File: src/skid_steer_slew_limited_drive_defines.svh
// Assertion macros shared by the drive mixer modules.
`ifndef SKID_STEER_SLEW_LIMITED_DRIVE_DEFINES_SVH
`define SKID_STEER_SLEW_LIMITED_DRIVE_DEFINES_SVH

// The consequent must hold in the same cycle as the antecedent.
`define SSD_ASSERT_NOW(label, ante, cons, msg) \
  label: assert property (@(posedge clk) disable iff (rst) (ante) |-> (cons)) \
    else $error(msg);

// The consequent must hold in the cycle after the antecedent.
`define SSD_ASSERT_NEXT(label, ante, cons, msg) \
  label: assert property (@(posedge clk) disable iff (rst) (ante) |=> (cons)) \
    else $error(msg);

`endif

File: src/ssd_pkg.sv
// Package with shared types and constants of the drive mixer.
`timescale 1ns / 1ps

package ssd_pkg;

  localparam int FIELD_WIDTH     = 16;
  localparam int STEP_WIDTH      = 15;
  localparam int GAIN_WIDTH      = 16;
  localparam int COUNT_WIDTH     = 16;
  localparam int FRAC_BITS       = 12;
  localparam int UNIT_VALUE      = 4096;
  localparam int CHANNELS        = 4;
  localparam int CH_WIDTH        = 2;
  localparam int MIX_WIDTH       = 18;
  localparam int MAG_WIDTH       = 17;
  localparam int QUOT_WIDTH      = 13;
  localparam int BASE_WIDTH      = 14;
  localparam int PROD_WIDTH      = 30;
  localparam int CFG_INDEX_WIDTH = 3;
  localparam int CFG_DATA_WIDTH  = 16;

  localparam logic OP_COMMAND = 1'b0;
  localparam logic OP_TICK    = 1'b1;

  localparam logic [CFG_INDEX_WIDTH-1:0] REG_COMMAND_STEP  = 3'd0;
  localparam logic [CFG_INDEX_WIDTH-1:0] REG_MOTOR_STEP    = 3'd1;
  localparam logic [CFG_INDEX_WIDTH-1:0] REG_DEAD_BAND     = 3'd2;
  localparam logic [CFG_INDEX_WIDTH-1:0] REG_FRONT_GAIN    = 3'd3;
  localparam logic [CFG_INDEX_WIDTH-1:0] REG_REAR_GAIN     = 3'd4;
  localparam logic [CFG_INDEX_WIDTH-1:0] REG_TIMEOUT_TICKS = 3'd5;

  typedef struct packed {
    logic                          operation;
    logic signed [FIELD_WIDTH-1:0] fwd_speed;
    logic signed [FIELD_WIDTH-1:0] turn_rate;
  } item_t;

  typedef struct packed {
    logic signed [FIELD_WIDTH-1:0] left_front_speed;
    logic signed [FIELD_WIDTH-1:0] left_rear_speed;
    logic signed [FIELD_WIDTH-1:0] right_front_speed;
    logic signed [FIELD_WIDTH-1:0] right_rear_speed;
    logic                          timed_out;
  } result_t;

  typedef struct packed {
    logic [STEP_WIDTH-1:0] step;
    logic [STEP_WIDTH-1:0] dead_band;
    logic                  zero_small;
  } slew_ctl_t;

  typedef struct packed {
    logic busy;
    logic done;
  } div_status_t;

  typedef struct packed {
    logic                valid;
    logic [CH_WIDTH-1:0] ch;
  } gain_tag_t;

endpackage

File: src/ssd_item_if.sv
// Stream interface carrying command and tick items.
`timescale 1ns / 1ps

interface ssd_item_if;
  logic           valid;
  logic           ready;
  ssd_pkg::item_t data;

  modport source (output valid, output data, input ready);
  modport sink (input valid, input data, output ready);
endinterface

File: src/ssd_result_if.sv
// Stream interface carrying modeled motor speed reports.
`timescale 1ns / 1ps

interface ssd_result_if;
  logic             valid;
  logic             ready;
  ssd_pkg::result_t data;

  modport source (output valid, output data, input ready);
  modport sink (input valid, input data, output ready);
endinterface

File: src/ssd_divider.sv
// Restoring divider that scales a magnitude by 4096 over its maximum, one bit a cycle.
`timescale 1ns / 1ps
`include "skid_steer_slew_limited_drive_defines.svh"

module ssd_divider (
  input  logic                                clk,
  input  logic                                rst,
  input  logic                                start,
  input  logic [ssd_pkg::MAG_WIDTH-1:0]       dividend,
  input  logic [ssd_pkg::MAG_WIDTH-1:0]       divisor,
  output ssd_pkg::div_status_t                status,
  output logic [ssd_pkg::QUOT_WIDTH-1:0]      quotient
);

  localparam int MW = ssd_pkg::MAG_WIDTH;
  localparam int QW = ssd_pkg::QUOT_WIDTH;
  localparam int CW = $clog2(QW + 1);

  logic [MW:0]   rem;
  logic [MW-1:0] den;
  logic [CW-1:0] count;
  logic          busy;
  logic          done;
  logic [MW:0]   den_x;
  logic          take;
  logic [MW:0]   rem_sub;

  assign den_x   = {1'b0, den};
  assign take    = rem >= den_x;
  assign rem_sub = take ? rem - den_x : rem;

  always_ff @(posedge clk) begin
    if (rst) begin
      busy  <= 1'b0;
      done  <= 1'b0;
      count <= '0;
    end else begin
      done <= 1'b0;
      if (start) begin
        busy  <= 1'b1;
        count <= CW'(QW);
      end else if (busy) begin
        count <= count - 1'b1;
        if (count == CW'(1)) begin
          busy <= 1'b0;
          done <= 1'b1;
        end
      end
    end
  end

  always_ff @(posedge clk) begin
    if (start) begin
      rem      <= {1'b0, dividend};
      den      <= divisor;
      quotient <= '0;
    end else if (busy) begin
      quotient <= {quotient[QW-2:0], take};
      rem      <= {rem_sub[MW-1:0], 1'b0};
    end
  end

  assign status.busy = busy;
  assign status.done = done;

  `SSD_ASSERT_NOW(a_quotient_bound, done, quotient <= QW'(ssd_pkg::UNIT_VALUE), "quotient exceeds unit")

endmodule

File: src/ssd_gain.sv
// Shared gain unit: registered multiply, then rounding and saturation.
`timescale 1ns / 1ps

module ssd_gain #(
  parameter int W = 16
) (
  input  logic                                   clk,
  input  logic                                   rst,
  input  ssd_pkg::gain_tag_t                     tag_in,
  input  logic signed [ssd_pkg::BASE_WIDTH-1:0]  base,
  input  logic signed [ssd_pkg::GAIN_WIDTH-1:0]  gain,
  output ssd_pkg::gain_tag_t                     tag_out,
  output logic signed [W-1:0]                    result
);

  localparam int PW = ssd_pkg::PROD_WIDTH;
  localparam int FB = ssd_pkg::FRAC_BITS;
  localparam int RW = PW - FB + 1;
  localparam int EW = (W > RW) ? W : RW;
  localparam logic signed [EW-1:0] MAX_E = EW'((64'sd1 <<< (W - 1)) - 64'sd1);
  localparam logic signed [EW-1:0] MIN_E = ~MAX_E;

  logic signed [PW-1:0] prod;
  logic [PW-1:0]        prod_mag;
  logic [PW-1:0]        prod_round;
  logic signed [RW-1:0] rounded_pos;
  logic signed [RW-1:0] rounded;
  logic signed [EW-1:0] rounded_x;

  always_ff @(posedge clk) begin
    if (rst) begin
      tag_out <= '0;
    end else begin
      tag_out <= tag_in;
    end
  end

  always_ff @(posedge clk) begin
    if (tag_in.valid) begin
      prod <= base * gain;
    end
  end

  assign prod_mag    = prod[PW-1] ? PW'(-prod) : PW'(prod);
  assign prod_round  = prod_mag + PW'(ssd_pkg::UNIT_VALUE / 2);
  assign rounded_pos = $signed({1'b0, prod_round[PW-1:FB]});
  assign rounded     = prod[PW-1] ? -rounded_pos : rounded_pos;
  assign rounded_x   = EW'(rounded);

  always_comb begin
    if (rounded_x > MAX_E) begin
      result = W'(MAX_E);
    end else if (rounded_x < MIN_E) begin
      result = W'(MIN_E);
    end else begin
      result = W'(rounded_x);
    end
  end

endmodule

File: src/ssd_slew.sv
// Shared slew unit: steps a value toward a target and, when zero_small is set, zeroes magnitudes below the dead band.
`timescale 1ns / 1ps

module ssd_slew #(
  parameter int W = 16
) (
  input  logic signed [W-1:0] value,
  input  logic signed [W-1:0] target,
  input  ssd_pkg::slew_ctl_t  ctl,
  output logic signed [W-1:0] result
);

  localparam int SW = ssd_pkg::STEP_WIDTH;
  localparam int XW = ((W > SW) ? W : SW) + 2;

  logic signed [XW-1:0] v_x;
  logic signed [XW-1:0] t_x;
  logic signed [XW-1:0] s_x;
  logic signed [XW-1:0] db_x;
  logic signed [XW-1:0] diff;
  logic signed [XW-1:0] diff_mag;
  logic signed [XW-1:0] stepped;
  logic signed [XW-1:0] stepped_mag;
  logic                 below_band;

  assign v_x      = XW'(value);
  assign t_x      = XW'(target);
  assign s_x      = $signed({{(XW - SW){1'b0}}, ctl.step});
  assign db_x     = $signed({{(XW - SW){1'b0}}, ctl.dead_band});
  assign diff     = t_x - v_x;
  assign diff_mag = diff[XW-1] ? -diff : diff;

  always_comb begin
    if (diff_mag > s_x) begin
      stepped = diff[XW-1] ? v_x - s_x : v_x + s_x;
    end else begin
      stepped = t_x;
    end
  end

  assign stepped_mag = stepped[XW-1] ? -stepped : stepped;
  assign below_band  = ctl.zero_small && (stepped_mag < db_x);
  assign result      = below_band ? '0 : W'(stepped);

endmodule

File: src/skid_steer_slew_limited_drive.sv
// Top level of the skid-steer drive mixer with slew limiting and motor model.
// Items enter on the item channel: a command (linear and angular speed) or a tick.
// A command mixes the speeds into left and right, normalizes them with the shared
// divider when the larger magnitude exceeds 1.0, and sets four wheel targets through
// the shared gain multiplier. It gives no result; when normalizing, two 13-step
// divisions run back to back on one divider.
// A tick ages the idle counter, clears the targets on timeout, and runs the shared
// slew unit eight times (command then motor for each wheel). Its report is loaded
// into the output register in the S_OUT step that follows the slew steps.
// The item channel takes one item at a time; ready is high only while the sequencer
// is idle. A finished report waits in the output register; when the receiver stalls,
// the next command is still accepted, and a following tick holds in its last step
// until the pending report has been transferred.
// Configuration writes are taken at any cycle but must only be issued while idle.
// Synchronous reset restores the register defaults and clears all speeds, targets,
// the idle counter and the output valid.
`timescale 1ns / 1ps
`include "skid_steer_slew_limited_drive_defines.svh"

module skid_steer_slew_limited_drive #(
  parameter int SPEED_WIDTH = 16
) (
  input  logic                                    clk,
  input  logic                                    rst,
  ssd_item_if.sink                                item,
  ssd_result_if.source                            speeds,
  input  logic                                    cfg_write,
  input  logic [ssd_pkg::CFG_INDEX_WIDTH-1:0]     cfg_index,
  input  logic [ssd_pkg::CFG_DATA_WIDTH-1:0]      cfg_data
);

  localparam int W  = SPEED_WIDTH;
  localparam int OW = (W > ssd_pkg::FIELD_WIDTH) ? W : ssd_pkg::FIELD_WIDTH;
  localparam int XW = ssd_pkg::MIX_WIDTH;
  localparam int MW = ssd_pkg::MAG_WIDTH;
  localparam int BW = ssd_pkg::BASE_WIDTH;
  localparam int FW = ssd_pkg::FIELD_WIDTH;
  localparam int NCH = ssd_pkg::CHANNELS;

  localparam logic [3:0] S_IDLE  = 4'd0;
  localparam logic [3:0] S_MAG   = 4'd1;
  localparam logic [3:0] S_CMP   = 4'd2;
  localparam logic [3:0] S_DIV_L = 4'd3;
  localparam logic [3:0] S_DIV_R = 4'd4;
  localparam logic [3:0] S_GAIN  = 4'd5;
  localparam logic [3:0] S_AGE   = 4'd6;
  localparam logic [3:0] S_SLEW  = 4'd7;
  localparam logic [3:0] S_OUT   = 4'd8;

  logic [3:0] state;

  logic [ssd_pkg::STEP_WIDTH-1:0]         command_step;
  logic [ssd_pkg::STEP_WIDTH-1:0]         motor_step;
  logic [ssd_pkg::STEP_WIDTH-1:0]         dead_band;
  logic signed [ssd_pkg::GAIN_WIDTH-1:0]  front_gain;
  logic signed [ssd_pkg::GAIN_WIDTH-1:0]  rear_gain;
  logic [ssd_pkg::COUNT_WIDTH-1:0]        timeout_ticks;

  logic signed [W-1:0] wheel_target [NCH];
  logic signed [W-1:0] wheel_command [NCH];
  logic signed [W-1:0] motor_speed [NCH];
  logic signed [OW-1:0] motor_x [NCH];
  logic [ssd_pkg::COUNT_WIDTH-1:0] idle_ticks;
  logic timed_out;

  logic signed [XW-1:0] left;
  logic signed [XW-1:0] right;
  logic [MW-1:0]        mag_l;
  logic [MW-1:0]        mag_r;
  logic [MW-1:0]        max_mag;
  logic                 norm_needed;
  logic signed [BW-1:0] base_l;
  logic signed [BW-1:0] base_r;
  logic signed [BW-1:0] quot_pos;
  logic signed [BW-1:0] quot_neg;

  logic [2:0]                       gain_cnt;
  logic [ssd_pkg::CH_WIDTH-1:0]     ch;
  logic                             phase;

  logic                                 accept;
  logic                                 div_start;
  logic [MW-1:0]                        div_dividend;
  ssd_pkg::div_status_t                 div_status;
  logic [ssd_pkg::QUOT_WIDTH-1:0]       div_quotient;

  ssd_pkg::gain_tag_t                   gain_tag_in;
  ssd_pkg::gain_tag_t                   gain_tag_out;
  logic signed [BW-1:0]                 gain_base;
  logic signed [ssd_pkg::GAIN_WIDTH-1:0] gain_coef;
  logic signed [W-1:0]                  gain_result;

  logic signed [W-1:0]  slew_value;
  logic signed [W-1:0]  slew_target;
  ssd_pkg::slew_ctl_t   slew_ctl;
  logic signed [W-1:0]  slew_result;
  logic                 out_free;

  assign item.ready = (state == S_IDLE);
  assign accept     = item.valid && item.ready;
  assign out_free   = !speeds.valid || speeds.ready;

  assign max_mag      = (mag_l > mag_r) ? mag_l : mag_r;
  assign norm_needed  = max_mag > MW'(ssd_pkg::UNIT_VALUE);
  assign div_dividend = (state == S_CMP) ? mag_l : mag_r;
  assign div_start    = ((state == S_CMP) && norm_needed) ||
                        ((state == S_DIV_L) && div_status.done);
  assign quot_pos     = $signed({1'b0, div_quotient});
  assign quot_neg     = -quot_pos;

  ssd_divider u_divider (
    .clk      (clk),
    .rst      (rst),
    .start    (div_start),
    .dividend (div_dividend),
    .divisor  (max_mag),
    .status   (div_status),
    .quotient (div_quotient)
  );

  assign gain_tag_in.valid = (state == S_GAIN) && !gain_cnt[2];
  assign gain_tag_in.ch    = gain_cnt[1:0];
  assign gain_base         = gain_cnt[1] ? base_r : base_l;
  assign gain_coef         = gain_cnt[0] ? rear_gain : front_gain;

  ssd_gain #(.W(W)) u_gain (
    .clk     (clk),
    .rst     (rst),
    .tag_in  (gain_tag_in),
    .base    (gain_base),
    .gain    (gain_coef),
    .tag_out (gain_tag_out),
    .result  (gain_result)
  );

  assign slew_value          = phase ? motor_speed[ch] : wheel_command[ch];
  assign slew_target         = phase ? wheel_command[ch] : wheel_target[ch];
  assign slew_ctl.step       = phase ? motor_step : command_step;
  assign slew_ctl.dead_band  = dead_band;
  assign slew_ctl.zero_small = !phase;

  ssd_slew #(.W(W)) u_slew (
    .value  (slew_value),
    .target (slew_target),
    .ctl    (slew_ctl),
    .result (slew_result)
  );

  always_comb begin
    for (int i = 0; i < NCH; i++) begin
      motor_x[i] = OW'(motor_speed[i]);
    end
  end

  always_ff @(posedge clk) begin
    if (rst) begin
      command_step  <= 15'd410;
      motor_step    <= 15'd8;
      dead_band     <= 15'd205;
      front_gain    <= 16'sd4096;
      rear_gain     <= 16'sd4096;
      timeout_ticks <= 16'd50;
    end else if (cfg_write) begin
      case (cfg_index)
        ssd_pkg::REG_COMMAND_STEP:  command_step  <= cfg_data[ssd_pkg::STEP_WIDTH-1:0];
        ssd_pkg::REG_MOTOR_STEP:    motor_step    <= cfg_data[ssd_pkg::STEP_WIDTH-1:0];
        ssd_pkg::REG_DEAD_BAND:     dead_band     <= cfg_data[ssd_pkg::STEP_WIDTH-1:0];
        ssd_pkg::REG_FRONT_GAIN:    front_gain    <= $signed(cfg_data);
        ssd_pkg::REG_REAR_GAIN:     rear_gain     <= $signed(cfg_data);
        ssd_pkg::REG_TIMEOUT_TICKS: timeout_ticks <= cfg_data;
        default: begin
        end
      endcase
    end
  end

  always_ff @(posedge clk) begin
    if (rst) begin
      state        <= S_IDLE;
      idle_ticks   <= '0;
      timed_out    <= 1'b0;
      gain_cnt     <= '0;
      ch           <= '0;
      phase        <= 1'b0;
      speeds.valid <= 1'b0;
      for (int i = 0; i < NCH; i++) begin
        wheel_target[i]  <= '0;
        wheel_command[i] <= '0;
        motor_speed[i]   <= '0;
      end
    end else begin
      if ((state == S_OUT) && out_free) begin
        speeds.valid <= 1'b1;
      end else if (speeds.ready) begin
        speeds.valid <= 1'b0;
      end
      if (gain_tag_out.valid) begin
        wheel_target[gain_tag_out.ch] <= gain_result;
      end
      case (state)
        S_IDLE: begin
          gain_cnt <= '0;
          ch       <= '0;
          phase    <= 1'b0;
          if (accept) begin
            if (item.data.operation == ssd_pkg::OP_COMMAND) begin
              idle_ticks <= '0;
              state      <= S_MAG;
            end else begin
              if (idle_ticks != '1) begin
                idle_ticks <= idle_ticks + 1'b1;
              end
              state <= S_AGE;
            end
          end
        end
        S_MAG: begin
          state <= S_CMP;
        end
        S_CMP: begin
          state <= norm_needed ? S_DIV_L : S_GAIN;
        end
        S_DIV_L: begin
          if (div_status.done) begin
            state <= S_DIV_R;
          end
        end
        S_DIV_R: begin
          if (div_status.done) begin
            state <= S_GAIN;
          end
        end
        S_GAIN: begin
          gain_cnt <= gain_cnt + 1'b1;
          if (gain_cnt[2]) begin
            state <= S_IDLE;
          end
        end
        S_AGE: begin
          if (idle_ticks > timeout_ticks) begin
            timed_out <= 1'b1;
            for (int i = 0; i < NCH; i++) begin
              wheel_target[i] <= '0;
            end
          end else begin
            timed_out <= 1'b0;
          end
          state <= S_SLEW;
        end
        S_SLEW: begin
          if (phase) begin
            motor_speed[ch] <= slew_result;
            ch              <= ch + 1'b1;
            if (ch == ssd_pkg::CH_WIDTH'(NCH - 1)) begin
              state <= S_OUT;
            end
          end else begin
            wheel_command[ch] <= slew_result;
          end
          phase <= !phase;
        end
        S_OUT: begin
          if (out_free) begin
            state <= S_IDLE;
          end
        end
        default: begin
          state <= S_IDLE;
        end
      endcase
    end
  end

  always_ff @(posedge clk) begin
    if (accept) begin
      left  <= XW'($signed(item.data.fwd_speed)) -
               XW'($signed(item.data.turn_rate));
      right <= XW'($signed(item.data.fwd_speed)) +
               XW'($signed(item.data.turn_rate));
    end
    if (state == S_MAG) begin
      mag_l <= left[XW-1] ? MW'(-left) : MW'(left);
      mag_r <= right[XW-1] ? MW'(-right) : MW'(right);
    end
    if (state == S_CMP && !norm_needed) begin
      base_l <= left[BW-1:0];
      base_r <= right[BW-1:0];
    end
    if (state == S_DIV_L && div_status.done) begin
      base_l <= left[XW-1] ? quot_neg : quot_pos;
    end
    if (state == S_DIV_R && div_status.done) begin
      base_r <= right[XW-1] ? quot_neg : quot_pos;
    end
    if (state == S_OUT && out_free) begin
      speeds.data.left_front_speed  <= motor_x[0][FW-1:0];
      speeds.data.left_rear_speed   <= motor_x[1][FW-1:0];
      speeds.data.right_front_speed <= motor_x[2][FW-1:0];
      speeds.data.right_rear_speed  <= motor_x[3][FW-1:0];
      speeds.data.timed_out         <= timed_out;
    end
  end

  `SSD_ASSERT_NEXT(a_command_restarts_idle, accept && (item.data.operation == ssd_pkg::OP_COMMAND), idle_ticks == '0, "idle counter not restarted by command")
  `SSD_ASSERT_NOW(a_timeout_clears_targets, (state == S_SLEW) && timed_out, (wheel_target[0] == '0) && (wheel_target[1] == '0) && (wheel_target[2] == '0) && (wheel_target[3] == '0), "targets not cleared on timeout")
  `SSD_ASSERT_NEXT(a_stall_holds_report, (state == S_OUT) && speeds.valid && !speeds.ready, state == S_OUT, "report step left while output stalled")

endmodule

File: src/flat_wrapper.sv
// flat-port wrapper written by rule: the top's interface ports become plain ports
module skid_steer_slew_limited_drive_flat 
#(
  parameter int SPEED_WIDTH = 16
)
  (clk, rst, cfg_write, cfg_index, cfg_data, item_valid, item_data, item_ready, speeds_valid, speeds_data, speeds_ready);
  ssd_item_if item_i ();
  ssd_result_if speeds_i ();
  input  logic clk;
  input  logic rst;
  input  logic cfg_write;
  input  logic [ssd_pkg::CFG_INDEX_WIDTH-1:0] cfg_index;
  input  logic [ssd_pkg::CFG_DATA_WIDTH-1:0] cfg_data;
  input wire logic [$bits(item_i.valid)-1:0] item_valid;
  input wire logic [$bits(item_i.data)-1:0] item_data;
  output wire logic [$bits(item_i.ready)-1:0] item_ready;
  output wire logic [$bits(speeds_i.valid)-1:0] speeds_valid;
  output wire logic [$bits(speeds_i.data)-1:0] speeds_data;
  input wire logic [$bits(speeds_i.ready)-1:0] speeds_ready;
  assign item_i.valid = item_valid;
  assign item_i.data = item_data;
  assign item_ready = item_i.ready;
  assign speeds_valid = speeds_i.valid;
  assign speeds_data = speeds_i.data;
  assign speeds_i.ready = speeds_ready;
  skid_steer_slew_limited_drive #(.SPEED_WIDTH(SPEED_WIDTH)) u_core (.clk(clk), .rst(rst), .item(item_i), .speeds(speeds_i), .cfg_write(cfg_write), .cfg_index(cfg_index), .cfg_data(cfg_data));
endmodule
File: config.mk
export PLATFORM = sky130hd
export DESIGN_NAME = skid_steer_slew_limited_drive_flat
export DESIGN_NICKNAME = d
export VERILOG_FILES = /design/src/ssd_pkg.sv /design/src/ssd_item_if.sv /design/src/ssd_result_if.sv /design/src/ssd_divider.sv /design/src/ssd_gain.sv /design/src/ssd_slew.sv /design/src/skid_steer_slew_limited_drive.sv /design/src/flat_wrapper.sv
export VERILOG_INCLUDE_DIRS = /design/src /design/src/src
export SDC_FILE = /design/constraint.sdc
export NUM_CORES = 2
export LEC_CHECK = 0
export BUFFER_PORTS_ARGS = -buffer_cell sky130_fd_sc_hd__buf_2
export CAP_MARGIN = 15
export CORE_AREA = 4 4 343 345
export DETAILED_ROUTE_END_ITERATION = 10
export DIE_AREA = 0 0 347 349
export PLACE_DENSITY = 0.59
export RECOVER_POWER = 100
export REMOVE_ABC_BUFFERS = 1
export SLEW_MARGIN = 20
export SYNTH_ARGS = -nofsm -noshare
export SYNTH_HDL_FRONTEND = slang
export SYNTH_SLANG_ARGS = --single-unit
export TNS_END_PERCENT = 50
File: constraint.sdc
create_clock -name clk -period 15.75 [get_ports clk]
set_input_delay 1.575 -clock clk [delete_from_list [all_inputs] [get_ports clk]]
set_output_delay 1.575 -clock clk [all_outputs]
set_load 0.03 [all_outputs]
* After elaboration in Yosys (flattened, before gate mapping)
Memories as Yosys holds them, arrays and structs flattened. A register that Yosys moved wholly into a read port is not among the register bits.
Index checks and enable logic that the tools add are counted.
** Cells by class
- $lt $le $gt $ge :: 8
- Multiplexer cells :: 87
- Multiply operators :: 1
- Reductions and logical operators :: 36
- Add/subtract/negate cells :: 18
- Equal/unequal tests :: 28
- Bitwise gates (word level) :: 17
** Operators by type and width (count)
- 2-to-1 mux 16 bit :: 15
- 2-to-1 mux 17 bit :: 7
- 2-to-1 mux 14 bit :: 7
- 2-to-1 mux 18 bit :: 4
- subtractor 16 x 16 -> 17 bit :: 3
- OR reduction 16 bit :: 3
- 2-to-1 mux 4 bit :: 9
- negation 18 bit :: 2
- one-hot mux 4 bit (9 select lines) :: 1
- adder 16 x 16 -> 17 bit :: 2
- negation 17 bit :: 2
- adder 30 x 12 -> 30 bit, second input constant :: 1
- multiplier 14 x 16 -> 30 bit :: 1
- 2-to-1 mux 30 bit :: 1
- negation 30 bit :: 1
- 2-to-1 mux 1 bit :: 26
- 2-to-1 mux 2 bit :: 10
- > comparator 19 x 16 -> 1 bit, second input constant :: 1
- < comparator 19 x 16 -> 1 bit, second input constant :: 1
- 2-to-1 mux 19 bit :: 1
- negation 18 -> 19 bit :: 1
- >= comparator 18 x 17 -> 1 bit :: 1
- > comparator 18 x 16 -> 1 bit :: 1
- < comparator 18 x 16 -> 1 bit :: 1
- other kinds (39) :: 93
** Storage, ports and cells
- Input bits :: 57
- Memory bits (writable) :: 192
- Memories kept :: 3
- Output and inout port bits :: 67
- Flip-flop bits (word level) :: 305
- Logic and storage cells :: 229
** Memory list
- u_core.motor_speed :: depth 4, width 16, rd ports 5, clocked after memory_dff 5, wr ports 4, line skid_steer_slew_limited_drive.sv:61 : logic signed [W-1:0] motor_speed [NCH];
- u_core.wheel_command :: depth 4, width 16, rd ports 1, clocked after memory_dff 1, wr ports 4, line skid_steer_slew_limited_drive.sv:60 : logic signed [W-1:0] wheel_command [NCH];
- u_core.wheel_target :: depth 4, width 16, rd ports 1, clocked after memory_dff 1, wr ports 4, line skid_steer_slew_limited_drive.sv:59 : logic signed [W-1:0] wheel_target [NCH];

* Depth between registers and ports, before layout
- Depth after elaboration :: 13
- Gate-level depth with buffers :: 53
- Mapped depth without buffers :: 43

* Cells and area by module
From an unflattened synthesis, not the netlist that was laid out.
** Second synthesis, totals
- Cells, all modules :: 4269
- Area total of the unflattened synthesis :: 41767.6 sq um
** By module, submodules not included
- skid_steer_slew_limited_drive :: times used 1, cells each 2086, area an instance 23084.6 sq um, sequential area each 13002.5 sq um
- ssd_gain :: times used 1, cells each 1293, area an instance 11502.3 sq um, sequential area each 960.9 sq um
- ssd_slew :: times used 1, cells each 572, area an instance 4017.6 sq um, sequential area each 0.0 sq um
- ssd_divider :: times used 1, cells each 318, area an instance 3163.0 sq um, sequential area each 1421.4 sq um

* Worst setup path after synthesis
No wires, ideal clock.
- Path type :: register -> register
- Start :: reg u_core.phase
- End :: mem u_core.wheel_command[1][8] (data pin)
- Stages on the path, launching flop included :: 50
- Period minus slack after synthesis :: 11.227 ns
- Data arrival time :: 10.940 ns
- Data required time :: 15.464 ns
- Setup time :: 0.286 ns
- Setup slack :: 4.523 ns
- Buffers on the path :: 12
- Cells stage by stage :: dfxtp_1 clkbuf_1 buf_1 buf_1 clkbuf_1 buf_1 buf_1 mux2i_1 fa_1 a211oi_1 o21ai_0 a31oi_2 o21ai_0 o21ai_0 a41o_1 clkbuf_1 clkbuf_1 o21ai_0 [... 14 more ...] o21ai_1 ha_1 inv_1 nor4_1 nand2_1 mux2_2 o21ai_0 xor2_1 ha_1 and3_1 nand3_1 nor3_1 a211oi_1 o211a_1 o221ai_1 a31oi_4 buf_4 nor4_1
** RTL lines
- from (decl) :: line skid_steer_slew_limited_drive.sv:79 : logic phase;
- from (signal assigned) :: line skid_steer_slew_limited_drive.sv:260 : phase <= !phase;
- to (decl) :: line skid_steer_slew_limited_drive.sv:60

==> impl_metrics.yaml <==
outcome:
  status: "complete, but fails checks"
  violations: "capacitance limit, slew limit"
route:
  ant_nets: 0
  vias: 29000
  drc: 0
  dr.pass1.iters: 5
  wl_met2_um: 48600
  viasPerCell: 5.17
  highest_layer: "met5"
  drt_iter0_markers: 2079
  totalWireLength_um: 106000
  post_drt_wl_per_cell_um: 18.9
  wl_met1_um: 45700
  wl_met3_um: 7480
logic_synthesis:
  syn_area_um2: 39900
  ys_warn_count: 0
  ys.flop_type: "edfxtp_1"
  yosys.area_share.simple: 0.157
  yosys.area.top_type_share: 0.313
  synthAdderAreaFrac: 0.183
  ys_seq_elements: 561
  yosys.area.top_type: "edfxtp_1"
  synth_edf_count: 415
  synth_mux_area_frac: 0.0708
  synth.most_common_cell: "nand2_1"
  syn_inst: 3973
  synth.area.top_cells: "edfxtp_1 31%, fa_1 11%, dfxtp_1 7.3%"
  syn_avg_cell_area_um2: 10.0
  async_flop_share: 0
  synth_common_cells: "495 x nand2_1, 415 x edfxtp_1, 383 x nor2_1"
  synth_top_family_by_area: "adder cells"
  yosys.area_share.xor_xnor: 0.0505
  ys_seq_area_frac: 0.386
  synth_compound_area_frac: 0.0997
  synth.distinct_cells: 101
clocking:
  hold_buffers: 0
  numCtsBuffers: 60
  clk_pin_slew_ps: 60
  cts_setup_buffers: 0
  cts_resized: 0
  cts_root_buf: "clkbuf_16"
  clockBufferDepth: 3
  cts_tree: "done"
  cts_max_level: 2
  clk_latency_ps: 650
  cts.sinks: 561
grt:
  grt_overflow: 0
  grt_usage: 0.172
  antenna_found_initial: 3
  grt_pass1_wl_um: 166000
  grt_pass1_vias: 28900
  grt_start_max_net_pins: 76
floorplan:
  die_h_um: 349
  core_um2: 114000
  die_width_um: 347
  die_area_um2: 121000
  num_rows: 124
  initial_core_util: 0.349
  io_pins: 124
min_path:
  min_path_type: "flip-flop to flip-flop"
  min_path_cells: 0
  min_from: "u_core.timed_out$_SDFFE_PP0N_"
  min_to: "u_core.speeds.data[0]$_DFFE_PP_"
place:
  pre_cts_ws_ps: 4190
  finalWeightedCongestion: 0.906
  placed_area_um2: 42000
  post-place-cells: 5489
  placement.io_buffers: 123
  post-dp-hpwl_um: 81600
sta:
  fin_skew_ps: 25.0
  hold_viol_final: 0
  max-slew-margin-rel: -1.50
  layout_setup_ws_ps: 2720
  rsz0062_at_grt: "no"
  min_period_ps: 13030
  fin_crit_sh: 0.828
  finalSetupViolCount: 0
  worst-slew-pin-transition_ps: 3750
  drv_slew: 457
  fin_setup_tns_ps: 0
  fmax_mhz: 76.7
critical_path:
  worstSetupEndpointType: "flip-flop"
  path_class: "flip-flop to flip-flop"
  cp-start-kind: "flip-flop"
  r2r_setup_slack_ps: 2720
  worstPathArrival_ps: 13330
  crit_top_cell: "o21ai_0"
  worstPathMaxFanout: 64
  reg2reg_to: "u_core.wheel_command[1][14]$_SDFFCE_PN0P_"
  cpPeakStageDelay_ps: 1680
  critical_path.startpoint: "u_core.phase$_SDFFE_PP0P_"
  rr_startpoint: "u_core.phase$_SDFFE_PP0P_"
  rr_worst_depth: 40
  required_ps: 16040
  cp_slowest_cell: "clkbuf_1"
finish:
  drive_gt1_frac: 0.0770
  layout.nets: 4546
  final_core_util: 0.383
  fill_cells: 11500
  final_area_um2: 43800
  syn_to_final_growth_pct: 9.85
  layout.cells.non_filler: 5606
power:
  leakagePower_nw: 17.4
  peakVddDrop_uv: 114
  power_density_nw_per_um2: 125
job:
  maxCapViolCount: 15
## final cells by class
cell class | count | area [um^2] | area share
Clock buffer | 71 | 1540 | 0.0352
Tap cell | 1512 | 1890 | 0.0432
Inverter | 373 | 1400 | 0.0320
Clock inverter | 42 | 470 | 0.0107
Multi-Input combinational cell | 2883 | 22300 | 0.510
Timing Repair Buffer | 160 | 739 | 0.0169
Sequential cell | 561 | 15400 | 0.352
Antenna cell | 4 | 10.0 | 0.000229
## state kept, by name, indices dropped and copies added (netlist names), 17 cells and up, named ones only
name,cells
u_core.mag_l,17
speeds_data,64
u_core.u_gain.prod,30
u_core.right,17
u_core.u_divider.den,17
u_core.wheel_command,64
u_core.motor_speed,64
u_core.u_divider.rem,18
u_core.wheel_target,64
## where the power goes
group          switching, W  internal, W
Combinational       0.00134     0.000778
Sequential         0.000129      0.00181
Clock              0.000618     0.000824
Total               0.00208      0.00341
## metrics by stage
stage / hold WS, ps / total power, W
after floorplan: 408 / 0.00345
after global placement: 426 / 0.00406
after detailed placement: 427 / 0.00408
after CTS: 438 / 0.00553
after global routing: 459 / 0.00586
final: 439 / 0.00549
## layout by cell type, fill, tap and decap left out, types with 18 or more instances in the layout
master / instances
a21o_1: 34
a21oi_1: 239
and3_1: 27
buf_2: 51
buf_4: 20
clkbuf_1: 100
clkbuf_16: 60
dfxtp_1: 143
edfxtp_1: 415
fa_1: 224
ha_1: 226
inv_1: 372
mux2_2: 53
mux2i_1: 110
mux4_2: 48
nand2_1: 499
nand2b_1: 48
nand3_1: 55
nand3b_1: 18
nand4_1: 21
nor2_1: 381
nor2b_1: 36
nor3_1: 107
nor4_1: 41
o21a_1: 33
o21ai_0: 155
o31ai_1: 23
or3_1: 31
xnor2_1: 138
xor2_1: 89
## kinds of logic after synthesis
kind of cell,count (synthesis)
and+or+nand+nor,1357
AOI/OAI and AO/OA,633
xor gates and xnor gates,228
adders and majority gates,450
muxes,215
DFF,561
buffers and inverters,529
## critical path, delay by kind of cell (launching register included)
family / cells / cell delay (ps)
AO/OA/AOI/OAI: 20 / 5240
XOR/XNOR: 2 / 450
multiplexers: 2 / 930
flip-flops: 1 / 790
AND/OR/NAND/NOR: 8 / 1050
buffers and inverters: 4 / 2600
adder cells (fa/ha/maj): 4 / 1500
## how the worst max path moves through the flow
stage                                                end  cells after the start
3_3_place_gp   u_core.wheel_command[1][11]$_SDFFCE_PN0P_                     41
4_1_cts        u_core.wheel_command[1][14]$_SDFFCE_PN0P_                     41
5_1_grt         u_core.wheel_command[1][9]$_SDFFCE_PN0P_                     40
6_report       u_core.wheel_command[1][14]$_SDFFCE_PN0P_                     40
3_5_place_dp   u_core.wheel_command[1][14]$_SDFFCE_PN0P_                     41
2_1_floorplan   u_core.wheel_command[1][0]$_SDFFCE_PN0P_                     40
## metal layers
metal,vias up,global-route usage
met2,886,0.285
met5,-,0
met1,14000,0.224
li1,13900,-
met4,2,0.0576
met3,195,0.0349
No activity file was read; power rests on OpenSTA's default activity.
